**src/hw/rtl/counting_sort_small_range_unit_defines.svh**
```systemverilog
// assertion macros shared by the counting sort block
`ifndef COUNTING_SORT_SMALL_RANGE_UNIT_DEFINES_SVH
`define COUNTING_SORT_SMALL_RANGE_UNIT_DEFINES_SVH

// same-cycle implication, checked out of reset
`define CSSR_ASSERT_NOW(label, ante, cons) \
    label: assert property (@(posedge i_clk) disable iff (!i_rst_n) (ante) |-> (cons)) \
        else $error("cssr check failed");

// next-cycle implication, checked out of reset
`define CSSR_ASSERT_NEXT(label, ante, cons) \
    label: assert property (@(posedge i_clk) disable iff (!i_rst_n) (ante) |=> (cons)) \
        else $error("cssr check failed");

`endif

```
**src/hw/rtl/cssr_pkg.sv**
```systemverilog
// shared constants for the counting sort block
package cssr_pkg;
    localparam int VAL_W         = 7;
    localparam int DEF_NUM_BINS  = 128;
    localparam int DEF_MAX_ITEMS = 64;
endpackage

```
**src/hw/rtl/counting_sort_small_range_unit.sv**
```systemverilog
// counting sort top level: histogram memory, increment pipeline and walk sequencer
//
// input channel i_valid/o_ready carries i_value and i_last; output channel
// o_valid/i_ready carries o_sorted_value and o_last_res.
// after reset the histogram memory is swept to zero, one bin per cycle, and
// o_ready stays low during the sweep.
// while a set loads, one value is taken every cycle: a registered read of the
// histogram memory and a write back in the next cycle, with the just-written
// count forwarded when two neighboring values hit the same bin.
// values past MAX_ITEMS in a set and values not below NUM_BINS are dropped.
// on the request marked last, o_ready drops and the bins are walked from
// zero up: after a flush step each bin is read, its count is captured and an
// empty bin moves the walk on to the next; results of one bin follow one per
// cycle while the receiver takes them, and once a bin is drained the walk
// goes on to read the next bin.
// the walk zeroes each bin it drains and stops on the final result, which
// carries o_last_res; o_ready then rises again. an empty set gives no result.
// a stalled receiver holds the output register and the walk waits for it.
module counting_sort_small_range_unit #(
    parameter int NUM_BINS  = cssr_pkg::DEF_NUM_BINS,
    parameter int MAX_ITEMS = cssr_pkg::DEF_MAX_ITEMS
) (
    input  logic                       i_clk,
    input  logic                       i_rst_n,
    input  logic                       i_valid,
    output logic                       o_ready,
    input  logic [cssr_pkg::VAL_W-1:0] i_value,
    input  logic                       i_last,
    output logic                       o_valid,
    input  logic                       i_ready,
    output logic [cssr_pkg::VAL_W-1:0] o_sorted_value,
    output logic                       o_last_res
);
    import cssr_pkg::*;

    `include "counting_sort_small_range_unit_defines.svh"

    localparam int BIN_W = $clog2(NUM_BINS);
    localparam int CNT_W = $clog2(MAX_ITEMS + 1);

    logic             take;
    logic [CNT_W-1:0] rd_data;
    logic             acc_re;
    logic [BIN_W-1:0] acc_raddr;
    logic             acc_we;
    logic [BIN_W-1:0] acc_waddr;
    logic [CNT_W-1:0] acc_wdata;
    logic             ctl_re;
    logic             ctl_we;
    logic [BIN_W-1:0] ctl_addr;
    logic             mem_we;
    logic [BIN_W-1:0] mem_waddr;
    logic [CNT_W-1:0] mem_wdata;
    logic             mem_re;
    logic [BIN_W-1:0] mem_raddr;
    logic             more_res;

    cssr_ctrl #(
        .NUM_BINS  (NUM_BINS),
        .MAX_ITEMS (MAX_ITEMS)
    ) u_ctrl (
        .i_clk          (i_clk),
        .i_rst_n        (i_rst_n),
        .i_valid        (i_valid),
        .o_ready        (o_ready),
        .i_value        (i_value),
        .i_last         (i_last),
        .o_valid        (o_valid),
        .i_ready        (i_ready),
        .o_sorted_value (o_sorted_value),
        .o_last_res     (o_last_res),
        .o_take         (take),
        .i_rd_data      (rd_data),
        .o_re           (ctl_re),
        .o_we           (ctl_we),
        .o_addr         (ctl_addr)
    );

    cssr_accum #(
        .NUM_BINS  (NUM_BINS),
        .MAX_ITEMS (MAX_ITEMS)
    ) u_accum (
        .i_clk     (i_clk),
        .i_rst_n   (i_rst_n),
        .i_take    (take),
        .i_value   (i_value),
        .i_rd_data (rd_data),
        .o_re      (acc_re),
        .o_raddr   (acc_raddr),
        .o_we      (acc_we),
        .o_waddr   (acc_waddr),
        .o_wdata   (acc_wdata)
    );

    // loading and walking never overlap, so the ports are shared by selection
    assign mem_we    = acc_we || ctl_we;
    assign mem_waddr = acc_we ? acc_waddr : ctl_addr;
    assign mem_wdata = acc_we ? acc_wdata : '0;
    assign mem_re    = acc_re || ctl_re;
    assign mem_raddr = acc_re ? acc_raddr : ctl_addr;

    cssr_ram #(
        .DEPTH (NUM_BINS),
        .WIDTH (CNT_W)
    ) u_ram (
        .i_clk   (i_clk),
        .i_we    (mem_we),
        .i_waddr (mem_waddr),
        .i_wdata (mem_wdata),
        .i_re    (mem_re),
        .i_raddr (mem_raddr),
        .o_rdata (rd_data)
    );

    // a result of the set was taken and more of the same set follow
    assign more_res = o_valid && i_ready && !o_last_res;

    `CSSR_ASSERT_NOW(a_no_write_clash, acc_we, !ctl_we)
    `CSSR_ASSERT_NOW(a_no_read_clash, acc_re, !ctl_re)
    `CSSR_ASSERT_NEXT(a_ascending, more_res, !o_valid || (o_sorted_value >= $past(o_sorted_value)))
endmodule

```
**src/hw/rtl/cssr_ram.sv**
```systemverilog
// histogram memory: one write port, one read port with registered data
module cssr_ram #(
    parameter int DEPTH = 128,
    parameter int WIDTH = 7
) (
    input  logic                     i_clk,
    input  logic                     i_we,
    input  logic [$clog2(DEPTH)-1:0] i_waddr,
    input  logic [WIDTH-1:0]         i_wdata,
    input  logic                     i_re,
    input  logic [$clog2(DEPTH)-1:0] i_raddr,
    output logic [WIDTH-1:0]         o_rdata
);
    logic [WIDTH-1:0] r_mem [DEPTH];
    logic [WIDTH-1:0] r_rdata;

    always_ff @(posedge i_clk) begin
        if (i_we) begin
            r_mem[i_waddr] <= i_wdata;
        end
    end

    always_ff @(posedge i_clk) begin
        if (i_re) begin
            r_rdata <= r_mem[i_raddr];
        end
    end

    assign o_rdata = r_rdata;
endmodule

```
**src/hw/rtl/cssr_accum.sv**
```systemverilog
// histogram increment pipeline: read, add one, write back with forwarding
module cssr_accum #(
    parameter int NUM_BINS  = cssr_pkg::DEF_NUM_BINS,
    parameter int MAX_ITEMS = cssr_pkg::DEF_MAX_ITEMS
) (
    input  logic                                 i_clk,
    input  logic                                 i_rst_n,
    input  logic                                 i_take,
    input  logic [cssr_pkg::VAL_W-1:0]           i_value,
    input  logic [$clog2(MAX_ITEMS+1)-1:0]       i_rd_data,
    output logic                                 o_re,
    output logic [$clog2(NUM_BINS)-1:0]          o_raddr,
    output logic                                 o_we,
    output logic [$clog2(NUM_BINS)-1:0]          o_waddr,
    output logic [$clog2(MAX_ITEMS+1)-1:0]       o_wdata
);
    import cssr_pkg::*;

    localparam int BIN_W = $clog2(NUM_BINS);
    localparam int CNT_W = $clog2(MAX_ITEMS + 1);

    logic             r_s1_vld;
    logic [BIN_W-1:0] r_s1_addr;
    logic             r_wb_vld;
    logic [BIN_W-1:0] r_wb_addr;
    logic [CNT_W-1:0] r_wb_cnt;
    logic [CNT_W-1:0] base;
    logic [CNT_W-1:0] n_cnt;

    assign o_re    = i_take;
    assign o_raddr = BIN_W'(i_value);

    // the previous write lands on the same edge as this read, so take it from the register
    always_comb begin
        if (r_wb_vld && (r_wb_addr == r_s1_addr)) begin
            base = r_wb_cnt;
        end else begin
            base = i_rd_data;
        end
        n_cnt = base + CNT_W'(1);
    end

    assign o_we    = r_s1_vld;
    assign o_waddr = r_s1_addr;
    assign o_wdata = n_cnt;

    always_ff @(posedge i_clk) begin
        if (!i_rst_n) begin
            r_s1_vld <= 1'b0;
            r_wb_vld <= 1'b0;
        end else begin
            r_s1_vld <= i_take;
            r_wb_vld <= r_s1_vld;
        end
    end

    always_ff @(posedge i_clk) begin
        r_s1_addr <= BIN_W'(i_value);
        r_wb_addr <= r_s1_addr;
        r_wb_cnt  <= n_cnt;
    end
endmodule

```
**src/hw/rtl/cssr_ctrl.sv**
```systemverilog
// sequencer: reset clearing pass, input admission, bin walk and output register
module cssr_ctrl #(
    parameter int NUM_BINS  = cssr_pkg::DEF_NUM_BINS,
    parameter int MAX_ITEMS = cssr_pkg::DEF_MAX_ITEMS
) (
    input  logic                                 i_clk,
    input  logic                                 i_rst_n,
    input  logic                                 i_valid,
    output logic                                 o_ready,
    input  logic [cssr_pkg::VAL_W-1:0]           i_value,
    input  logic                                 i_last,
    output logic                                 o_valid,
    input  logic                                 i_ready,
    output logic [cssr_pkg::VAL_W-1:0]           o_sorted_value,
    output logic                                 o_last_res,
    output logic                                 o_take,
    input  logic [$clog2(MAX_ITEMS+1)-1:0]       i_rd_data,
    output logic                                 o_re,
    output logic                                 o_we,
    output logic [$clog2(NUM_BINS)-1:0]          o_addr
);
    import cssr_pkg::*;

    localparam int BIN_W = $clog2(NUM_BINS);
    localparam int CNT_W = $clog2(MAX_ITEMS + 1);

    localparam logic [2:0] ST_CLEAR = 3'd0;
    localparam logic [2:0] ST_LOAD  = 3'd1;
    localparam logic [2:0] ST_FLUSH = 3'd2;
    localparam logic [2:0] ST_RD    = 3'd3;
    localparam logic [2:0] ST_CNT   = 3'd4;
    localparam logic [2:0] ST_EMIT  = 3'd5;

    logic [2:0]       r_state,   n_state;
    logic [BIN_W-1:0] r_ptr,     n_ptr;
    logic [CNT_W-1:0] r_cnt,     n_cnt;
    logic [CNT_W-1:0] r_taken,   n_taken;
    logic [CNT_W-1:0] r_emitted, n_emitted;
    logic             r_out_vld, n_out_vld;
    logic [VAL_W-1:0] r_out_val, n_out_val;
    logic             r_out_last, n_out_last;

    logic accept;
    logic in_range;
    logic room;
    logic fire;
    logic final_one;

    assign o_ready   = (r_state == ST_LOAD);
    assign accept    = i_valid && o_ready;
    assign in_range  = (32'(i_value) < NUM_BINS);
    assign room      = (32'(r_taken) < MAX_ITEMS);
    assign o_take    = accept && in_range && room;
    assign fire      = !r_out_vld || i_ready;
    assign final_one = ((r_emitted + CNT_W'(1)) == r_taken);
    assign o_addr    = r_ptr;

    always_comb begin
        n_state    = r_state;
        n_ptr      = r_ptr;
        n_cnt      = r_cnt;
        n_taken    = r_taken;
        n_emitted  = r_emitted;
        n_out_vld  = r_out_vld && !i_ready;
        n_out_val  = r_out_val;
        n_out_last = r_out_last;
        o_re       = 1'b0;
        o_we       = 1'b0;
        unique case (r_state)
            ST_CLEAR: begin
                o_we = 1'b1;
                if (r_ptr == BIN_W'(NUM_BINS - 1)) begin
                    n_ptr   = '0;
                    n_state = ST_LOAD;
                end else begin
                    n_ptr = r_ptr + BIN_W'(1);
                end
            end
            ST_LOAD: begin
                if (o_take) begin
                    n_taken = r_taken + CNT_W'(1);
                end
                if (accept && i_last) begin
                    n_state = ST_FLUSH;
                end
            end
            ST_FLUSH: begin
                // the increment of the last request, if it was taken, is written this cycle
                if (r_taken == '0) begin
                    n_state = ST_LOAD;
                end else begin
                    n_state = ST_RD;
                end
            end
            ST_RD: begin
                o_re    = 1'b1;
                n_state = ST_CNT;
            end
            ST_CNT: begin
                n_cnt = i_rd_data;
                if (i_rd_data == '0) begin
                    n_ptr   = r_ptr + BIN_W'(1);
                    n_state = ST_RD;
                end else begin
                    n_state = ST_EMIT;
                end
            end
            ST_EMIT: begin
                if (fire) begin
                    n_out_vld  = 1'b1;
                    n_out_val  = VAL_W'(r_ptr);
                    n_out_last = final_one;
                    n_emitted  = r_emitted + CNT_W'(1);
                    n_cnt      = r_cnt - CNT_W'(1);
                    if (final_one) begin
                        // bins past this one are already zero
                        o_we      = 1'b1;
                        n_ptr     = '0;
                        n_taken   = '0;
                        n_emitted = '0;
                        n_state   = ST_LOAD;
                    end else if (r_cnt == CNT_W'(1)) begin
                        o_we    = 1'b1;
                        n_ptr   = r_ptr + BIN_W'(1);
                        n_state = ST_RD;
                    end
                end
            end
            default: begin
                n_state = ST_CLEAR;
                n_ptr   = '0;
            end
        endcase
    end

    always_ff @(posedge i_clk) begin
        if (!i_rst_n) begin
            r_state   <= ST_CLEAR;
            r_ptr     <= '0;
            r_taken   <= '0;
            r_emitted <= '0;
            r_out_vld <= 1'b0;
        end else begin
            r_state   <= n_state;
            r_ptr     <= n_ptr;
            r_taken   <= n_taken;
            r_emitted <= n_emitted;
            r_out_vld <= n_out_vld;
        end
    end

    always_ff @(posedge i_clk) begin
        r_cnt      <= n_cnt;
        r_out_val  <= n_out_val;
        r_out_last <= n_out_last;
    end

    assign o_valid        = r_out_vld;
    assign o_sorted_value = r_out_val;
    assign o_last_res     = r_out_last;
endmodule
```
**config.mk**
```make
export PLATFORM = sky130hd
export DESIGN_NAME = counting_sort_small_range_unit
export DESIGN_NICKNAME = d
export VERILOG_FILES = /design/src/hw/rtl/cssr_pkg.sv /design/src/hw/rtl/counting_sort_small_range_unit.sv /design/src/hw/rtl/cssr_ram.sv /design/src/hw/rtl/cssr_accum.sv /design/src/hw/rtl/cssr_ctrl.sv
export VERILOG_INCLUDE_DIRS = /design/src /design/src/hw/rtl
export SDC_FILE = /design/constraint.sdc
export NUM_CORES = 1
export LEC_CHECK = 0
export BUFFER_PORTS_ARGS = -buffer_cell sky130_fd_sc_hd__buf_4
export CORE_ASPECT_RATIO = 1.2
export CORE_MARGIN = 4
export CORE_UTILIZATION = 40
export CTS_BUF_LIST = sky130_fd_sc_hd__clkbuf_8
export DETAILED_ROUTE_END_ITERATION = 12
export HOLD_SLACK_MARGIN = 0.08
export PLACE_DENSITY = 0.59
export SLEW_MARGIN = 20
export SYNTH_ARGS = -nofsm -noshare
export SYNTH_HDL_FRONTEND = slang
export SYNTH_HIERARCHICAL = 1
export SYNTH_SLANG_ARGS = --single-unit
```
**constraint.sdc**
```tcl
create_clock -name i_clk -period 6.1 [get_ports i_clk]
set_clock_uncertainty 0.1 [all_clocks]
set_input_delay 1.22 -clock i_clk [delete_from_list [all_inputs] [get_ports i_clk]]
set_output_delay 1.22 -clock i_clk [all_outputs]
set_load 0.02 [all_outputs]
```
# Word level (Yosys, flattened, before mapping)
# Memory sizes are Yosys's and may differ from the RTL's. A register that Yosys moved wholly into a read port is not among the register bits.
# Cells that the tools add are included.
# Widths: inputs -> output; s select.
dict set report totals {
  n_memories 1
  wordCells 92
  regBits 63
  ram_bits 896
}
# name words width rd rd_clocked_by_memory_dff wr line
set mem_list {}
lappend mem_list {u_ram.r_mem 128 7 1 1 1 cssr_ram.sv:14} ;# logic [WIDTH-1:0] r_mem [DEPTH];
dict set report classes {
  eq_ne 16
  add_sub_neg 5
  magnitude_cmp 1
  reduce_logical 21
  n_mux 34
  bitwise 1
}
# operator count
set op_table {}
lappend op_table {{$mux 7} 14}
lappend op_table {{$add 7x1->7 const B} 4}
lappend op_table {{$pmux 7 s2} 2}
lappend op_table {{$pmux 7 s4} 1}
lappend op_table {{$mux 3} 6}
lappend op_table {{$pmux 3 s6} 1}
lappend op_table {{$eq 7x7->1} 2}
lappend op_table {{$logic_not 7->1} 2}
lappend op_table {{$reduce_and 4->1} 3}
lappend op_table {{$mux 1} 8}
lappend op_table {{$ne 2x1->1 const B} 4}
lappend op_table {{$eq 7x1->1 const B} 1}
lappend op_table {{$eq 7x7->1 const B} 1}
lappend op_table {{$lt 7x7->1 const B} 1}
lappend op_table {{$sub 7x1->7 const B} 1}
lappend op_table {{$eq 3x2->1 const B} 2}
lappend op_table {{$eq 3x3->1 const B} 2}
lappend op_table {{$logic_and 1x1->1} 5}
lappend op_table {{$ne 2x2->1 const B} 2}
lappend op_table {{$reduce_and 2->1} 2}
lappend op_table {{$reduce_bool 2->1} 2}
lappend op_table {{$eq 3x1->1 const B} 1}
lappend op_table {{$logic_not 3->1} 1}
lappend op_table {{$logic_or 1x1->1} 3}
lappend op_table {{other kinds (6)} 7}

# Longest topological paths before layout
# Gate-level depths: netlist (run 1).
dict set report logic_depth {
  ltp_word 8
  mapped_depth 13
  ltp_nobuf 10
}

# Modules after synthesis
# The synthesis (run 1) kept the hierarchy.
# mod seq_area_each_um2 cells_per_inst area_per_inst_um2 instances
set modules_own_cells {}
lappend modules_own_cells {cssr_ram 27116.0 1453 34877.2 1}
lappend modules_own_cells {cssr_ctrl 950.9 253 2359.8 1}
lappend modules_own_cells {cssr_accum 460.4 76 882.1 1}
lappend modules_own_cells {counting_sort_small_range_unit 0.0 26 252.7 1}

# Worst setup path after synthesis (run 1)
# No wires, ideal clock.
dict set report synth_timing {
  path_type {input-to-reg}
  from {input port i_valid}
  to {register u_ram.r_rdata[0] (netlist: u_ram/o_rdata[0]) (read register of u_ram.r_mem), data pin}
  t_arrival_ns 4.412
  required_ns 5.740
  path_slack_ns 1.328
  cell_stages 11
  setup_ns 0.260
  cell_sequence {and4_1 -> clkbuf_1 -> buf_4 -> buf_2 -> mux2_2 -> buf_2 -> clkbuf_1 -> mux4_2 -> mux4_2 -> mux4_2 -> mux2_2}
}
dict set report synth_via {
  elab_chain_cells 3
  word_cells_on_any_way 4
}
# element line
set synth_lines {}
lappend synth_lines {{start, declared} counting_sort_small_range_unit.sv:25} ;# input logic i_valid,
lappend synth_lines {{$logic_and 1x1->1} cssr_ctrl.sv:50} ;# assign accept = i_valid && o_ready;
lappend synth_lines {{$logic_and 1x1->1} cssr_ctrl.sv:53} ;# assign o_take = accept && in_range && room;
lappend synth_lines {{via take} counting_sort_small_range_unit.sv:41} ;# logic take;
lappend synth_lines {{$mux 7} counting_sort_small_range_unit.sv:100} ;# assign mem_raddr = acc_re ? acc_raddr : ctl_addr;
lappend synth_lines {{via mem_raddr[0]} counting_sort_small_range_unit.sv:55} ;# logic [BIN_W-1:0] mem_raddr;
lappend synth_lines {{end, declared} cssr_ram.sv:15} ;# logic [WIDTH-1:0] r_rdata;
# The timed path passes the listed nets, and every way through them passes these cells.
# A chain may end at the register's enable or synchronous reset.

# Worst setup path after layout (run 1)
dict set report layout_timing {
  from {register u_ctrl.r_emitted[0]}
  to {memory u_ram.r_mem[34][3], enable pin}
}
dict set report layout_via {
  elab_chain_cells 8
}
# element line
set layout_lines {}
lappend layout_lines {{start, declared} cssr_ctrl.sv:38} ;# logic [CNT_W-1:0] r_emitted, n_emitted;
lappend layout_lines {{start signal, assigned} cssr_ctrl.sv:147} ;# r_emitted <= n_emitted;
lappend layout_lines {{$add 7x1->7} cssr_ctrl.sv:55} ;# assign final_one = ((r_emitted + CNT_W'(1)) == r_taken);
lappend layout_lines {{$eq 7x7->1} cssr_ctrl.sv:55}
lappend layout_lines {{$mux 1} cssr_ctrl.sv:115} ;# if (final_one) begin
lappend layout_lines {{$mux 1} cssr_ctrl.sv:109} ;# if (fire) begin
lappend layout_lines {{$pmux 1 s2} cssr_ctrl.sv:69} ;# unique case (r_state)
lappend layout_lines {{via ctl_we} counting_sort_small_range_unit.sv:49} ;# logic ctl_we;
lappend layout_lines {{$logic_or 1x1->1} counting_sort_small_range_unit.sv:96} ;# assign mem_we = acc_we || ctl_we;
lappend layout_lines {{via mem_we} counting_sort_small_range_unit.sv:51} ;# logic mem_we;
lappend layout_lines {{$mux 1} cssr_ram.sv:18} ;# if (i_we) begin
lappend layout_lines {{$mux 1 (not written as such)} cssr_ram.sv:19} ;# r_mem[i_waddr] <= i_wdata;
lappend layout_lines {{end, declared} cssr_ram.sv:14}
# The timed path passes the listed nets, and every way through them passes these cells.

==> impl_metrics.tcl, run 1 <==
set metrics [dict create \
    outcome "finished, final reports clean" \
    p_int_mw 9.84 \
    report.power.total_mw 12.5 \
    clock_power_share_pct 38.9 \
    std_cell_rows 124 \
    power_density_nw_per_um2 291 \
    post_cts.repair.setup_buffers 0 \
    post_route_cells_drive_above_1_share_pct 30.8 \
    muxShareOfSynthArea_pct 18.1 \
    finish.net_count 1980 \
    grtUsageTotal_pct 17.6 \
    grt-ovfl-total 0 \
    number_of_buffers_created_by_cts 145 \
    yosysWarnings 6 \
    clock_latency_on_the_worst_skew_pair_ns 0.79 \
    clock_pin_slew_on_the_worst_setup_and_hold_paths_ns 0.07 \
    netlist_top_cells_area "sky130_fd_sc_hd__edfxtp_1 (72%), sky130_fd_sc_hd__mux4_2 (17%), sky130_fd_sc_hd__dfxtp_1 (2.5%)" \
    synth-simple-area-share_pct 3.55 \
    avgViaCountPerCell 5.55 \
    comb_power_share_pct 3.8 \
    post-route-cell-area_um2 43100 \
    proportion_of_synthesized_chip_area_in_sequential_cells_pct 74.3 \
    number_of_antenna_violations_at_the_first_check_in_global_routing 3 \
    switchingPower_mw 2.69 \
    grt_start_max_net_pins 91 \
    synth.lib_cells_used.distinct 73 \
    tightestPinTransition_ns 1.16 \
    synth-edff-count 918 \
    postSynth.asyncResetShare_pct 0 \
    setup_tns_ns 0 \
    post_layout_nonfiller_instances 3324 \
    post_synth_inst_count 1808 \
    synth_xor_xnor_area_share_pct 0.639 \
    die_height_um 347 \
    synth_top_flop_cell "sky130_fd_sc_hd__edfxtp_1" \
    drcViolationCount 0 \
    startpoint_type "flop" \
    ioPinCount 22 \
    route.antenna.remaining_nets 0 \
    cts.sinks 966 \
    mappedNetlistArea_um2 38400 \
    detailroute.via_count 18459 \
    mappedNetlistNets 1827 \
    crit_path_end_kind "flop" \
    synth.cells.most_frequent "sky130_fd_sc_hd__edfxtp_1 (918), sky130_fd_sc_hd__mux4_2 (294), sky130_fd_sc_hd__nor2_1 (137), sky130_fd_sc_hd__clkbuf_1 (54), sky130_fd_sc_hd__dfxtp_1 (48)" \
    drt-pass1-iter-count 7 \
    floorplan.initialDensity_pct 40.3 \
    design.die.area_um2 101000 \
    setup_violations 0 \
    wirelength_um 88400 \
    crit_type "reg2reg" \
    final_max_slew_viol_count 0 \
    cts.repair.resized 0 \
    cts.path.max_buffers 3 \
    grt_pass1_vias 19289 \
    synth_top_family_by_area "multiplexers" \
    cp.arrival_ns 5.12 \
    synth_compound_area_share_pct 1.55 \
    cts_tree "done" \
    first_pass_grt_wire_length_um 132000 \
    slew_headroom_pct 21.9 \
    clock-root-buffer "sky130_fd_sc_hd__clkbuf_8" \
    dp_cells 3074 \
    hold_violations 0 \
    final_critical_period_ns 4.82 \
    final_period_util_pct 79.0 \
    post-dp-hpwl_um 56300 \
    maxCapViolCount 0 \
    area_delta_synth_final_pct 12.2 \
    critical_path_required_ns 6.40 \
    cts_hold_repair.buffers 0 \
    rsz0062_at_grt "no" \
    post_synth_fa_ha_maj_area_fraction_pct 0.228 \
    postSynthAreaPerCell_um2 21.2 \
    htree_num_levels 4 \
    power.switching_fraction_pct 21.5 \
    fmax_mhz 207 \
    seq_power_share_pct 57.3 \
    ir_drop_uv 181 \
    io_buffer_count 21 \
    power.leakage_nw 13.1 \
    synthMostInstantiatedCell "sky130_fd_sc_hd__edfxtp_1" \
    dr.first_iter.drc_count 1460 \
    placed_area_um2 40400 \
    route.detailed.wl_per_inst_um 26.6 \
    crit_path_max_fo 13 \
    dieWidth_um 291 \
    synth_largest_area_cell "sky130_fd_sc_hd__edfxtp_1" \
    gp_congestion 0.819 \
    synth-seq-cells 966 \
    holdCritPathClass "reg2reg" \
    synth_largest_type_area_fraction_pct 71.8 \
    core_um2 95300 \
]
[layout make-up]
type,count,area [um^2]
fill,8026,52200
multi-input combinational,725,9330
tap,1260,1580
clock buffer,150,2060
inverter,12,46.3
sequential,966,28500
antenna,1,2.50
timing repair buffer,111,971
clock inverter,99,546
[registers in the layout (all words and copies together), names as in the netlist]
name / cells
u_ram/r_mem: 896
u_accum/r_wb_vld: 1
u_accum/r_wb_addr: 7
u_ram/o_rdata: 7
u_ctrl/o_last_res: 1
u_ctrl/o_valid: 1
u_accum/r_wb_cnt: 7
u_ctrl/r_emitted: 7
u_ctrl/o_sorted_value: 7
u_ctrl/o_addr: 7
u_accum/o_we: 1
u_accum/o_waddr: 7
u_ctrl/r_taken: 7
u_ctrl/r_cnt: 7
u_ctrl/r_state: 3
[power groups by stage]
stage          combinational, mW  sequential, mW  clock, mW
5_1_grt                    0.503            7.18       5.33
3_5_place_dp               0.482            7.32          0
4_1_cts                    0.483            7.18       5.02
2_1_floorplan              0.332            7.32          0
3_3_place_gp               0.481            7.32          0
6_report                   0.476            7.18       4.87
[per-layer routing]
layer	part of all wire, %	track usage (%)	vias up
met1	39	22.5	9866
met2	52	30.6	618
met4	2.8	6.02	2
li1	-	-	7824
met5	0.011	0	-
met3	5.4	3.26	149
[worst paths after layout]
check | from | endpoint | slack, ns | cells past startpoint
max | u_ctrl/r_emitted[0] | u_ram/r_mem[34][3] | 1.28 | 11
min | u_accum/o_waddr[3] | u_accum/r_wb_addr[3] | 0.28 | 0
max reg2reg | u_ctrl/r_emitted[0] | u_ram/r_mem[34][3] | 1.28 | 11
min reg2reg | u_accum/o_waddr[3] | u_accum/r_wb_addr[3] | 0.28 | 0
[critical path, cell delays in order, from the launching register on]
cell and delay (ns):
sky130_fd_sc_hd__dfxtp_1 0.49, sky130_fd_sc_hd__ha_1 0.35, sky130_fd_sc_hd__nand3_2 0.17, sky130_fd_sc_hd__o21ai_0 0.18
sky130_fd_sc_hd__and4b_1 0.45, sky130_fd_sc_hd__a21oi_1 0.22, sky130_fd_sc_hd__o2bb2ai_1 0.20, sky130_fd_sc_hd__or2_1 0.12
sky130_fd_sc_hd__buf_4 0.19, sky130_fd_sc_hd__nor2b_1 0.26, sky130_fd_sc_hd__nand2_1 0.67, sky130_fd_sc_hd__nor2_1 1.01
[per-stage QoR]
step	hold slack (ns)	util (%)	worst slack, ns
after floorplan	0.260	-	1.33
after global placement	0.270	42.4	0.801
after detailed placement	0.272	42.4	0.809
after CTS	0.281	45.2	1.32
after global routing	0.297	45.2	1.10
final	0.283	45.2	1.28
[cells in the final DEF (no fill, tap or decap), types with 16 or more instances in the layout]
| master | instances |
|---|---|
| sky130_fd_sc_hd__buf_4 | 100 |
| sky130_fd_sc_hd__nand3_1 | 27 |
| sky130_fd_sc_hd__nand2_1 | 40 |
| sky130_fd_sc_hd__inv_1 | 50 |
| sky130_fd_sc_hd__clkbuf_8 | 150 |
| sky130_fd_sc_hd__edfxtp_1 | 918 |
| sky130_fd_sc_hd__nor2b_1 | 16 |
| sky130_fd_sc_hd__mux4_2 | 294 |
| sky130_fd_sc_hd__dfxtp_1 | 48 |
| sky130_fd_sc_hd__nor2_1 | 137 |
| sky130_fd_sc_hd__mux2_2 | 18 |
| sky130_fd_sc_hd__clkinv_1 | 36 |
[logic make-up after synthesis]
family	Yosys count
xor gates and xnor gates	28
and+or+nand+nor	288
muxes	323
AOI/OAI and AO/OA	79
adders and majority gates	7
DFF	966
buffers and inverters	117
No activity file was read; power rests on OpenSTA's default activity.
==> inputs of run 2 (changes only) <==
Settings changed: ABC_AREA set to 1.
Clock period 6.1 ns to 4.45 ns, I/O delays scaled along.
==> run 2 against run 1 <==
  * Synthesized cell count rose by 100%
  * Synthesized area rose by 6.5%
  * Power rose by 45%
  * Clock power rose by 45%
  * Global-route usage rose by 2.5 points
  * Worst setup slack got worse by 0.82 ns
  * Combinational power rose to 2.8 times the previous value
  * First-iteration DRC count rose by 81%
  * Critical endpoint is now u_ram/o_rdata[6]
==> impl_metrics.tcl, run 2 <==
set metrics [dict create \
    outcome "finished, final reports clean" \
    grt_start_max_net_pins 113 \
    std_cell_rows 128 \
    tightestPinTransition_ns 0.988 \
    final_critical_period_ns 4.00 \
    final_max_slew_viol_count 0 \
    drt-pass1-iter-count 5 \
    grt_pass1_vias 26690 \
    holdCritPathClass "in2reg" \
    first_pass_grt_wire_length_um 165000 \
    htree_num_levels 4 \
    ir_drop_uv 299 \
    layout.cells.most_common "sky130_fd_sc_hd__nand2_1" \
    synthMostInstantiatedCell "sky130_fd_sc_hd__nand2_1" \
    yosysWarnings 6 \
    r2r.worst_path.cells 21 \
    mappedNetlistNets 3711 \
    netlist_top_cells_area "sky130_fd_sc_hd__edfxtp_1 (67%), sky130_fd_sc_hd__nand2_1 (12%), sky130_fd_sc_hd__nand3_1 (10%)" \
    core_um2 102000 \
    final_util_pct 44.4 \
    ioPinCount 22 \
    cts_hold_repair.buffers 7 \
    clock-root-buffer "sky130_fd_sc_hd__clkbuf_8" \
    grtUsageTotal_pct 20.1 \
    proportion_of_synthesized_chip_area_in_sequential_cells_pct 69.8 \
    design.die.area_um2 107000 \
    crit_path_end_kind "flop" \
    reg2reg_from "u_ctrl/r_state[0]" \
    synth_largest_area_cell "sky130_fd_sc_hd__edfxtp_1" \
    number_of_buffers_created_by_cts 148 \
    detailroute.via_count 27398 \
    wirelength_um 109000 \
    route.antenna.remaining_nets 0 \
    clock_pin_slew_on_the_worst_setup_and_hold_paths_ns 0.06 \
    clock_latency_on_the_worst_skew_pair_ns 0.85 \
    post_route_cells_drive_above_1_share_pct 8.61 \
    finish.net_count 3735 \
    setup_violations 0 \
    grt-ovfl-total 0 \
    crit_path_max_fo 69 \
    avgViaCountPerCell 5.27 \
    io_buffer_count 21 \
    synth-seq-cells 966 \
    largest_register_ffs 896 \
    mappedNetlistArea_um2 40900 \
    synth-edff-count 918 \
    hold_violations 0 \
    crit_type "reg2reg" \
    route.detailed.wl_per_inst_um 20.9 \
    startpoint_type "flop" \
    critical_path_required_ns 4.93 \
    critPathCapture "u_ram/o_rdata[6]" \
    final_period_util_pct 89.8 \
    synth_largest_type_area_fraction_pct 67.4 \
    number_of_antenna_violations_at_the_first_check_in_global_routing 1 \
    synth.lib_cells_used.distinct 42 \
    area_delta_synth_final_pct 10.3 \
    rsz0062_at_grt "no" \
    synth.cells.most_frequent "sky130_fd_sc_hd__nand2_1 (1,253), sky130_fd_sc_hd__edfxtp_1 (918), sky130_fd_sc_hd__nand3_1 (849), sky130_fd_sc_hd__nor2_1 (176), sky130_fd_sc_hd__inv_1 (98)" \
    dieWidth_um 300 \
    synth_top_flop_cell "sky130_fd_sc_hd__edfxtp_1" \
    die_height_um 358 \
    dr.first_iter.drc_count 2644 \
    finalWorstSetupSlack_ns 0.454 \
    most_frequent_cells_in_the_layout "sky130_fd_sc_hd__nand2_1 (1,249), sky130_fd_sc_hd__edfxtp_1 (918), sky130_fd_sc_hd__nand3_1 (849)" \
    cts.path.max_buffers 3 \
    postSynthAreaPerCell_um2 11.1 \
    cts_tree "done" \
    post_cts.repair.setup_buffers 0 \
    power_density_nw_per_um2 404 \
    n_fill_cell 9498 \
    hold_slack_ns 0.278 \
    hold_path_depth 3 \
    gp_congestion 0.830 \
    maxCapViolCount 0 \
    regToRegSetupSlack_ns 0.45 \
    drcViolationCount 0 \
    cts.repair.resized 0 \
    cts.sinks 966 \
    floorplan.initialDensity_pct 40.3 \
    largest_register "u_ram/r_mem" \
    fmax_mhz 250 \
    cp.arrival_ns 4.47 \
    post-dp-hpwl_um 64500 \
    postSynth.asyncResetShare_pct 0 \
    setup_tns_ns 0 \
    cp-startpoint "u_ctrl/r_state[0]" \
    power.leakage_nw 17.1 \
    post_synth_inst_count 3692 \
    pre_cts_slack_ns 0.348 \
    slew_headroom_pct 34.0 \
    timing.rr.end "u_ram/o_rdata[6]" \
]
==> run 2: how the worst min path moves through the flow <==
stage,start,to
floorplan,u_accum/o_waddr[1],u_accum/r_wb_addr[1]
global placement,u_accum/o_waddr[3],u_accum/r_wb_addr[3]
detailed placement,u_accum/o_waddr[3],u_accum/r_wb_addr[3]
CTS,i_rst_n,u_accum/r_wb_vld
global route,i_rst_n,u_accum/r_wb_vld
finish,i_rst_n,u_accum/r_wb_vld
==> run 2: cell families after synthesis <==
logic type / synth area share (%)
compound gates: 0.618
xor+xnor: 0.343
fa+ha+maj: 0.214
buf+inv: 4.55
flops: 69.8
simple gates: 24.5
==> run 2: final cells by class <==
class,count,area (um^2),share of cell area (%)
sequential,966,28500,63.3
multi-input combinational,2400,10500,23.3
clock buffer,151,2080,4.61
tap,1365,1710,3.79
timing repair buffer,94,1110,2.46
clock inverter,117,706,1.57
inverter,106,435,0.966
antenna,1,2.50,0.00555
==> run 2: per-layer routing <==
layer	part of all wire [%]	wire [um]	vias to the layer above	GRT usage, %
li1	-	-	12817	-
met1	42	45200	13345	26.7
met4	3.8	4120	0	8.52
met3	6.5	7030	218	3.40
met5	0	0	-	0
met2	48	52200	1018	32.9
==> run 2: power breakdown <==
part / leakage, nW / switching (mW) / internal, mW
registers: 10.4 / 0.0160 / 9.84
clock network: 1.57 / 3.49 / 3.54
logic: 5.12 / 0.940 / 0.377
total: 17.1 / 4.45 / 13.8
==> run 2: per-stage QoR <==
stage,power [mW],cell area (um^2),std cells
final,18.2,45100,5200
after global routing,18.9,45100,5200
after CTS,18.4,45100,5199
after detailed placement,11.3,42200,4924
after global placement,11.3,42200,4924
after floorplan,10.9,40900,3692
==> run 2: worst max-delay path, cell delays in order (launching register included) <==
cell	delay (ns)
sky130_fd_sc_hd__dfxtp_1	0.37
sky130_fd_sc_hd__inv_1	0.10
sky130_fd_sc_hd__nor2_1	0.09
sky130_fd_sc_hd__inv_1	0.04
sky130_fd_sc_hd__nor2_1	0.19
sky130_fd_sc_hd__nand3_1	0.19
sky130_fd_sc_hd__inv_1	0.30
sky130_fd_sc_hd__inv_1	0.18
sky130_fd_sc_hd__nand2_1	0.13
sky130_fd_sc_hd__nand2_4	0.12
sky130_fd_sc_hd__inv_6	0.27
sky130_fd_sc_hd__buf_12	0.35
sky130_fd_sc_hd__buf_12	0.20
sky130_fd_sc_hd__nand3_1	0.09
sky130_fd_sc_hd__nand3_1	0.08
sky130_fd_sc_hd__nand3_1	0.14
sky130_fd_sc_hd__nand2_1	0.15
sky130_fd_sc_hd__nand2_1	0.21
sky130_fd_sc_hd__nand3_1	0.14
sky130_fd_sc_hd__nand2_1	0.07
sky130_fd_sc_hd__nand2_1	0.06
sky130_fd_sc_hd__nand2_1	0.05
==> inputs of run 3 (changes only) <==
Settings changed: BUFFER_PORTS_ARGS -buffer_cell sky130_fd_sc_hd__buf_4 to not set, DONT_BUFFER_PORTS set to 1.
==> run 3 against run 2 <==
  * Maximum frequency is 0.56% lower
  * Clock-buffer cell count increased by 5
  * Cell area shrank 0.64%
  * Largest cell class unchanged
  * Power shrank 1.1%
  * Critical endpoint is now u_ram/r_mem[19][4]
  * Core utilization down 0.28 points
  * Via count shrank 0.11%
  * Register-to-register slack worse by 0.02 ns
  * First-iteration DRC count is 5.8% higher
  * Non-clock buffer count down 13
  * Sequential share of layout area rose by 0.41 points
  * Cell count is 0.19% lower
==> impl_metrics.tcl, run 3 (synthesis gave the netlist of run 2 again) <==
set metrics [dict create \
    die_height_um 358 \
    grt_pass1_vias 26400 \
    reg2reg_from "u_ctrl/r_emitted[0]" \
    finalWorstSetupSlack_ns 0.432 \
    report.power.total_mw 18.0 \
    route.antenna.remaining_nets 0 \
    maxCapViolCount 0 \
    drt-pass1-iter-count 9 \
    floorplan.initialDensity_pct 40.3 \
    area_delta_synth_final_pct 9.59 \
    dieWidth_um 300 \
    std_cell_rows 128 \
    cts.repair.resized 0 \
    critical_path_required_ns 4.79 \
    grt_start_max_net_pins 144 \
    outcome "finished, final reports clean" \
    crit_type "reg2reg" \
    clock_pin_slew_on_the_worst_setup_and_hold_paths_ns 0.06 \
    drcViolationCount 0 \
    route.detailed.wl_per_inst_um 21.0 \
    htree_num_levels 4 \
    cts.sinks 966 \
    design.die.area_um2 107000 \
    final_max_slew_viol_count 0 \
    rsz0062_at_grt "no" \
    gp_congestion 0.836 \
    post_cts.repair.setup_buffers 0 \
    clock-root-buffer "sky130_fd_sc_hd__clkbuf_8" \
    final_period_util_pct 90.3 \
    holdCritPathClass "in2reg" \
    power.leakage_nw 17.0 \
    grtUsageTotal_pct 20.1 \
    cts.path.max_buffers 3 \
    ir_drop_uv 190 \
    cp-startpoint "u_ctrl/r_emitted[0]" \
    setup_tns_ns 0 \
    cts_tree "done" \
    startpoint_type "flop" \
    wirelength_um 109000 \
    ioPinCount 22 \
    first_pass_grt_wire_length_um 165000 \
    dr.first_iter.drc_count 2798 \
    number_of_buffers_created_by_cts 152 \
    final_critical_period_ns 4.02 \
    power_density_nw_per_um2 402 \
    post_route_cells_drive_above_1_share_pct 8.05 \
    fmax_mhz 249 \
    finish.net_count 3726 \
    r2r.worst_path.cells 15 \
    tightestPinTransition_ns 0.929 \
    core_um2 102000 \
    clock_latency_on_the_worst_skew_pair_ns 0.84 \
    detailroute.via_count 27369 \
    crit_path_end_kind "flop" \
    most_frequent_cells_in_the_layout "sky130_fd_sc_hd__nand2_1 (1,249), sky130_fd_sc_hd__edfxtp_1 (918), sky130_fd_sc_hd__nand3_1 (849)" \
    cp.arrival_ns 4.36 \
    grt-ovfl-total 0 \
    layout.cells.most_common "sky130_fd_sc_hd__nand2_1" \
    avgViaCountPerCell 5.27 \
    hold_violations 0 \
    crit_path_max_fo 11 \
    setup_violations 0 \
    io_buffer_count 0 \
    largest_register "u_ram/r_mem" \
    pre_cts_slack_ns 0.327 \
    largest_register_ffs 896 \
    number_of_antenna_violations_at_the_first_check_in_global_routing 1 \
    min_from "i_valid" \
    post-dp-hpwl_um 63900 \
    slew_headroom_pct 37.9 \
    cts_hold_repair.buffers 8 \
    hold_path_depth 4 \
]
==> run 3: layout make-up <==
class | instances | area (um^2)
antenna | 1 | 2.50
clock buffer | 156 | 2150
clock inverter | 115 | 544
fill | 9528 | 56700
inverter | 106 | 435
multi-input combinational | 2400 | 10500
sequential | 966 | 28500
tap | 1365 | 1710
timing repair buffer | 81 | 916
==> run 3: worst max-delay path, stage by stage, from the launching register on <==
cell	delay, ns
sky130_fd_sc_hd__dfxtp_1	0.44
sky130_fd_sc_hd__ha_1	0.22
sky130_fd_sc_hd__nand2_2	0.10
sky130_fd_sc_hd__o21bai_1	0.23
sky130_fd_sc_hd__nand3_1	0.10
sky130_fd_sc_hd__nand2_1	0.08
sky130_fd_sc_hd__nand2_1	0.06
sky130_fd_sc_hd__nor2_2	0.08
sky130_fd_sc_hd__nand2_2	0.12
sky130_fd_sc_hd__nand2_1	0.09
sky130_fd_sc_hd__nand2_1	0.07
sky130_fd_sc_hd__o21ai_0	0.20
sky130_fd_sc_hd__or2_2	0.31
sky130_fd_sc_hd__nand2_1	0.43
sky130_fd_sc_hd__buf_4	0.37
sky130_fd_sc_hd__nor2_1	0.62
==> run 3: layer usage <==
| layer | wire length, um | up-vias | global-route usage [%] |
|---|---|---|---|
| met5 | 0 | - | 0 |
| met4 | 3660 | 0 | 7.41 |
| met3 | 7720 | 206 | 4.17 |
| met2 | 53500 | 1045 | 33.7 |
| met1 | 44200 | 13308 | 25.9 |
| li1 | - | 12810 | - |
==> run 3: worst paths after layout <==
path / endpoint / slack, ns
setup / recovery: u_ram/r_mem[19][4] / 0.43
hold / removal: u_ctrl/r_state[1] / 0.26
setup reg to reg: u_ram/r_mem[19][4] / 0.43
hold reg to reg: u_accum/r_wb_addr[2] / 0.29
==> run 3: through the flow <==
step	utilization (%)	hold slack (ns)	instances	instance area (um^2)
global placement	41.4	0.275	4910	42000
CTS	44.1	0.170	5189	44800
floorplan	-	0.264	3692	40900
detailed placement	41.4	0.282	4910	42000
global route	44.1	0.242	5190	44800
finish	44.1	0.255	5190	44800
==> run 3: power by group <==
part	switching, mW	internal, mW	total [mW]
logic	0.973	0.361	1.33
clock network	3.48	3.33	6.81
registers	0.0165	9.84	9.85
